**config.mk**
```make
export PLATFORM = sky130hd
export DESIGN_NAME = khc_cell
export DESIGN_NICKNAME = d
export VERILOG_FILES = /design/src/hdl/khc_pkg.sv /design/src/hdl/khc_cell.sv
export SDC_FILE = /design/constraint.sdc
export NUM_CORES = 1
export LEC_CHECK = 0
export ABC_AREA = 0
export BUFFER_PORTS_ARGS = -buffer_cell sky130_fd_sc_hd__buf_2
export CORE_AREA = 2 2 202 204
export DETAILED_ROUTE_END_ITERATION = 8
export DIE_AREA = 0 0 204 206
export GPL_TIMING_DRIVEN = 0
export RECOVER_POWER = 100
export SYNTH_ARGS = -nofsm -noshare
export SYNTH_HDL_FRONTEND = slang
export SYNTH_SLANG_ARGS = --single-unit
```
**constraint.sdc**
```tcl
create_clock -name clk -period 7.9 [get_ports clk]
set_input_delay 1.58 -clock clk [delete_from_list [all_inputs] [get_ports clk]]
set_output_delay 1.58 -clock clk [all_outputs]
set_load 0.02 [all_outputs]
```
**src/hdl/khc_pkg.sv**
```systemverilog
// Package for the keyed handle cache: widths, codes, shared structs.
// Used by the cache cell, the top level and the bench.
package khc_pkg;

    localparam int DEPTH  = 16;
    localparam int SLOT_W = 4;
    localparam int CNT_W  = 5;

    typedef enum logic [1:0] {
        OP_LOOKUP    = 2'd0,
        OP_LOOKUP_ADD = 2'd1,
        OP_FLUSH     = 2'd2,
        OP_CLOSE_ALL = 2'd3
    } op_t;

    typedef enum logic [2:0] {
        KIND_HIT       = 3'd0,
        KIND_MISS      = 3'd1,
        KIND_ADDED     = 3'd2,
        KIND_EVICTED   = 3'd3,
        KIND_OPEN_FAIL = 3'd4,
        KIND_CLOSED    = 3'd5,
        KIND_DONE      = 3'd6
    } kind_t;

    localparam logic CFG_MAX_ENTRIES = 1'b0;
    localparam logic CFG_TIMEOUT     = 1'b1;

    localparam logic [CNT_W-1:0] MAX_ENTRIES_RST = 5'd16;
    localparam logic [31:0]      TIMEOUT_RST     = 32'd300000;

    typedef struct packed {
        logic [15:0] sensor;
        logic [7:0]  flowtype;
        logic [47:0] time_bin;
        logic [47:0] last_access;
    } entry_t;

    typedef struct packed {
        logic              valid;
        logic [47:0]       last_access;
        logic [SLOT_W-1:0] idx;
    } min_t;

    typedef struct packed {
        logic wr;
        logic touch;
        logic shift;
        logic eval;
        logic is_flush;
    } cell_ctl_t;

endpackage

```
**src/hdl/khc_cell.sv**
```systemverilog
// One cache slot: key, access stamp, match and keep flags, and one stage of
// the oldest-entry search chain. Depends on khc_pkg.
module khc_cell
(
    input  logic                       clk,
    input  logic                       rst_n,
    input  khc_pkg::cell_ctl_t         ctl,
    input  khc_pkg::entry_t            req,
    input  logic [31:0]                timeout,
    input  logic                       valid,
    input  logic [khc_pkg::SLOT_W-1:0] idx,
    input  khc_pkg::entry_t            nbr,
    input  logic                       nbr_keep,
    input  khc_pkg::min_t              min_in,
    output khc_pkg::entry_t            entry,
    output logic                       keep,
    output logic                       match,
    output khc_pkg::min_t              min_out
);
    import khc_pkg::*;

    entry_t entry_reg;
    logic   keep_reg;
    logic   match_reg;
    min_t   min_reg;
    min_t   min_next;
    logic   alive;

    assign alive = ({1'b0, entry_reg.last_access} + 49'(timeout)) > {1'b0, req.last_access};

    always_comb
    begin
        min_next = min_in;
        if (valid && (!min_in.valid || entry_reg.last_access < min_in.last_access))
        begin
            min_next.valid       = 1'b1;
            min_next.last_access = entry_reg.last_access;
            min_next.idx         = idx;
        end
    end

    always_ff @(posedge clk)
    begin
        if (ctl.wr)
            entry_reg <= req;
        else if (ctl.touch)
            entry_reg.last_access <= req.last_access;
        else if (ctl.shift)
            entry_reg <= nbr;
        if (ctl.eval)
        begin
            match_reg <= entry_reg.sensor == req.sensor && entry_reg.flowtype == req.flowtype
                         && entry_reg.time_bin == req.time_bin;
            keep_reg  <= valid && ctl.is_flush && alive;
        end
        else if (ctl.shift)
            keep_reg <= nbr_keep;
    end

    always_ff @(posedge clk or negedge rst_n)
    begin
        if (!rst_n)
            min_reg <= '0;
        else
            min_reg <= min_next;
    end

    assign entry   = entry_reg;
    assign keep    = keep_reg;
    assign match   = match_reg;
    assign min_out = min_reg;
endmodule

```
==> impl_metrics.py <==
metrics = {
    "routing": {
        "routedWlPerCell_um": 20.50,
        "drt-pass1-iter-count": 5,
        "ant_nets": 0,
        "drc": 0,
        "drtIter0Drc": 515,
        "viasPerCell": 4.820,
        "vias": 10590,
        "totalWireLength_um": 45060,
    },
    "timing": {
        "fmax_mhz": 158.8,
        "max_slew_margin_pct": -93.45,
        "fin_crit_sh_pct": 79.73,
        "worstMarginPinSlew_ns": 2.902,
        "skew_ns": 0.01324,
        "drv_slew": 134,
        "fin_crit_ns": 6.299,
        "finalSetupViolations": 0,
        "final-hold-violation-count": 0,
        "setup-tns-final_ns": 0,
        "rsz0062_at_grt": "no",
    },
    "layout": {
        "final_layout_size_suffix_gt1_share_pct": 29.93,
        "final_cells": 2198,
        "nets": 2107,
        "final_util_pct": 39.17,
        "num-fill-cells": 4099,
        "fin_area_um2": 15740,
        "regArea_um2": 4990,
        "multiInputGateArea_um2": 6497,
        "area_growth_syn_to_layout_pct": 31.14,
        "largest_reg_flops": 120,
    },
    "power": {
        "clock_power_share_pct": 31.9,
        "p_comb_share_pct": 31.4,
        "peakVddDrop_uv": 152.2,
        "p_sw_w": 0.001108,
        "p_int_w": 0.002173,
        "seqPwrFrac_pct": 36.6,
        "leakagePower_nw": 7.049,
        "p_per_area_nw_per_um2": 208.4,
        "p_sw_share_pct": 33.77,
    },
    "placed_design": {
        "post-dp-hpwl_um": 37540,
        "dpl_cell_area_um2": 15280,
        "post-place-cells": 2154,
        "gp_congestion": 0.8964,
        "numPortBuffers": 512,
    },
    "global_route": {
        "grt_start_max_net_pins": 73,
        "grtUsageTotal_pct": 20.86,
        "grt_pass1_vias": 10840,
        "overflow": 0,
        "antenna_found_initial": 16,
        "grt_pass1_wl_um": 64150,
    },
    "synthesis": {
        "synth_edf_count": 122,
        "synthFlopType": "edfxtp_1",
        "synth_area_um2": 12000,
        "synth_top_area_cell": "edfxtp_1",
        "ys_seq_elements": 175,
        "yosys-top-cells-area": "edfxtp_1 31%, ha_1 13%, mux2_2 12%",
        "synth_commonest_cells": "127 x ha_1, 125 x mux2_2, 122 x edfxtp_1",
        "async_flop_share_pct": 30.29,
        "yosysUniqueCellTypes": 54,
        "yosysSeqAreaShare_pct": 41.57,
        "yosys_warnings": 0,
        "postSynthAreaPerCell_um2": 10.83,
        "netlist_instances": 1108,
        "syn-num-nets": 1574,
        "synth.most_common_cell": "ha_1",
        "synth_top_area_share_pct": 30.52,
    },
    "clock_tree": {
        "htreeDepth": 4,
        "root_buffer": "clkbuf_16",
        "postCtsHoldBufs": 0,
        "postCtsSetupBuffers": 0,
        "numCtsBuffers": 17,
        "post_cts_resized": 0,
        "clk_latency_ns": 0.47,
        "clk_path_buf_depth": 2,
        "clock_sinks": 175,
        "clkTransAtPathRegs_ns": 0.08,
        "cts_tree": "done",
    },
    "worst_setup_path": {
        "crit_arrival_ns": 6.45,
        "critical_path_class": "in -> reg",
        "critical-path-max-stage-delay_ns": 0.98,
        "path_max_fanout": 9,
        "critPathRequiredTime_ns": 8.05,
        "r2r_cells": 18,
        "cp-start-kind": "primary input",
        "slowest_stage": "a2111oi_0",
        "cpMostUsedCell": "nor2_1",
        "endpoint_kind": "flip-flop",
        "path_cells": "buf_2, ha_1, a211oi_1, o21bai_1, a2111oi_0, a21oi_2, o211ai_1, o41a_1, buf_6, nor2_1, xor2_1, ha_1, nand4_1, nor4_1, nand3_1, nor2_1, nor2_1, o211ai_1, o2111ai_1",
    },
    "floorplan": {
        "start_util_pct": 29.87,
        "die_h_um": 206,
        "io-pin-count": 513,
        "std_cell_rows": 74,
        "coreArea_um2": 40180,
        "die_w_um": 204,
        "fp.dieArea_um2": 42020,
    },
    "hold_path": {
        "hp-class": "reg -> reg",
        "hold_depth": 1,
    },
    "flow_run": {
        "cap_violations": 3,
    },
    "outcome": {
        "status": "complete, but fails checks",
        "failed_checks": "max-capacitance violations, max-slew violations",
    },
}
==> layout make-up <==
cell class | instances | area share [%]
Inverter | 106 | 2.528
Antenna cell | 12 | 0.1908
Buffer | 28 | 0.7154
Clock buffer | 18 | 2.727
Tap cell | 532 | 4.229
Sequential cell | 175 | 31.70
Timing Repair Buffer | 514 | 14.89
Multi-Input combinational cell | 799 | 41.28
Clock inverter | 14 | 1.741
==> power groups by stage <==
| stage | Combinational [W] | Sequential, W | Clock (W) |
|---|---|---|---|
| floorplan | 0.000541 | 0.00134 | 0 |
| global placement | 0.00105 | 0.00121 | 0 |
| detailed placement | 0.00106 | 0.00122 | 0 |
| CTS | 0.00107 | 0.00120 | 0.00107 |
| global route | 0.00114 | 0.00122 | 0.00111 |
| finish | 0.00103 | 0.00120 | 0.00105 |
==> cells in the final DEF, fill, tap and decap left out, drive strengths merged, types with 10 or more instances in the layout <==
| cell type | count |
|---|---|
| buf | 332 |
| clkbuf | 228 |
| ha | 127 |
| mux2 | 125 |
| edfxtp | 122 |
| inv | 111 |
| xnor2 | 90 |
| o21ai | 75 |
| nand2 | 69 |
| dfrtp | 53 |
| a21oi | 51 |
| a21o | 43 |
| nand4 | 35 |
| xor2 | 27 |
| nor2 | 22 |
| nand3 | 22 |
| diode | 12 |
| a211oi | 10 |
| nor4 | 10 |
==> cells by family after synthesis <==
kind of cell    synth area share [%]
mux                            11.73
flops                          41.57
fa+ha+maj                      13.41
buf+inv                        4.253
xor+xnor                       8.538
compound gates                 11.94
simple gates                   8.569
==> critical path: cells and delay by family <==
kind            cells  cell delay [ns]
simple gates        6             1.19
buf+inv             2             0.24
xor+xnor            1             0.14
fa+ha+maj           2             0.66
compound gates      8             2.63
==> routing by layer <==
| metal | up-vias | part of all wire (%) | global-route usage, % |
|---|---|---|---|
| met3 | 53 | 6.9 | 5.282 |
| li1 | 5130 | - | - |
| met1 | 4998 | 39 | 23.24 |
| met2 | 409 | 51 | 37.54 |
| met4 | 4 | 3.1 | 9.213 |
| met5 | - | 0.071 | 0 |
==> stage by stage <==
step / setup slack (ns) / total power [W] / hold WS [ns]
floorplan: 2.603 / 0.001877 / 0.6860
CTS: 1.716 / 0.003344 / 0.5986
detailed placement: 1.210 / 0.002282 / 0.5824
global placement: 1.161 / 0.002266 / 0.5759
finish: 1.601 / 0.003280 / 0.6002
global route: 1.260 / 0.003463 / 0.6221
==> path summary, 6_finish.rpt <==
| path | startpoint | endpoint | slack [ns] |
|---|---|---|---|
| min in group asynchronous | rst_n | min_out[40] | 1.38 |
| max | timeout[8] | keep | 1.60 |
| min | entry[18] | min_out[22] | 0.60 |
| max in group asynchronous | rst_n | min_out[10] | 3.81 |
| min reg2reg | entry[18] | min_out[22] | 0.60 |
| max reg2reg | entry[8] | keep | 2.37 |
Note: power is estimated with default switching activity, not from simulation.
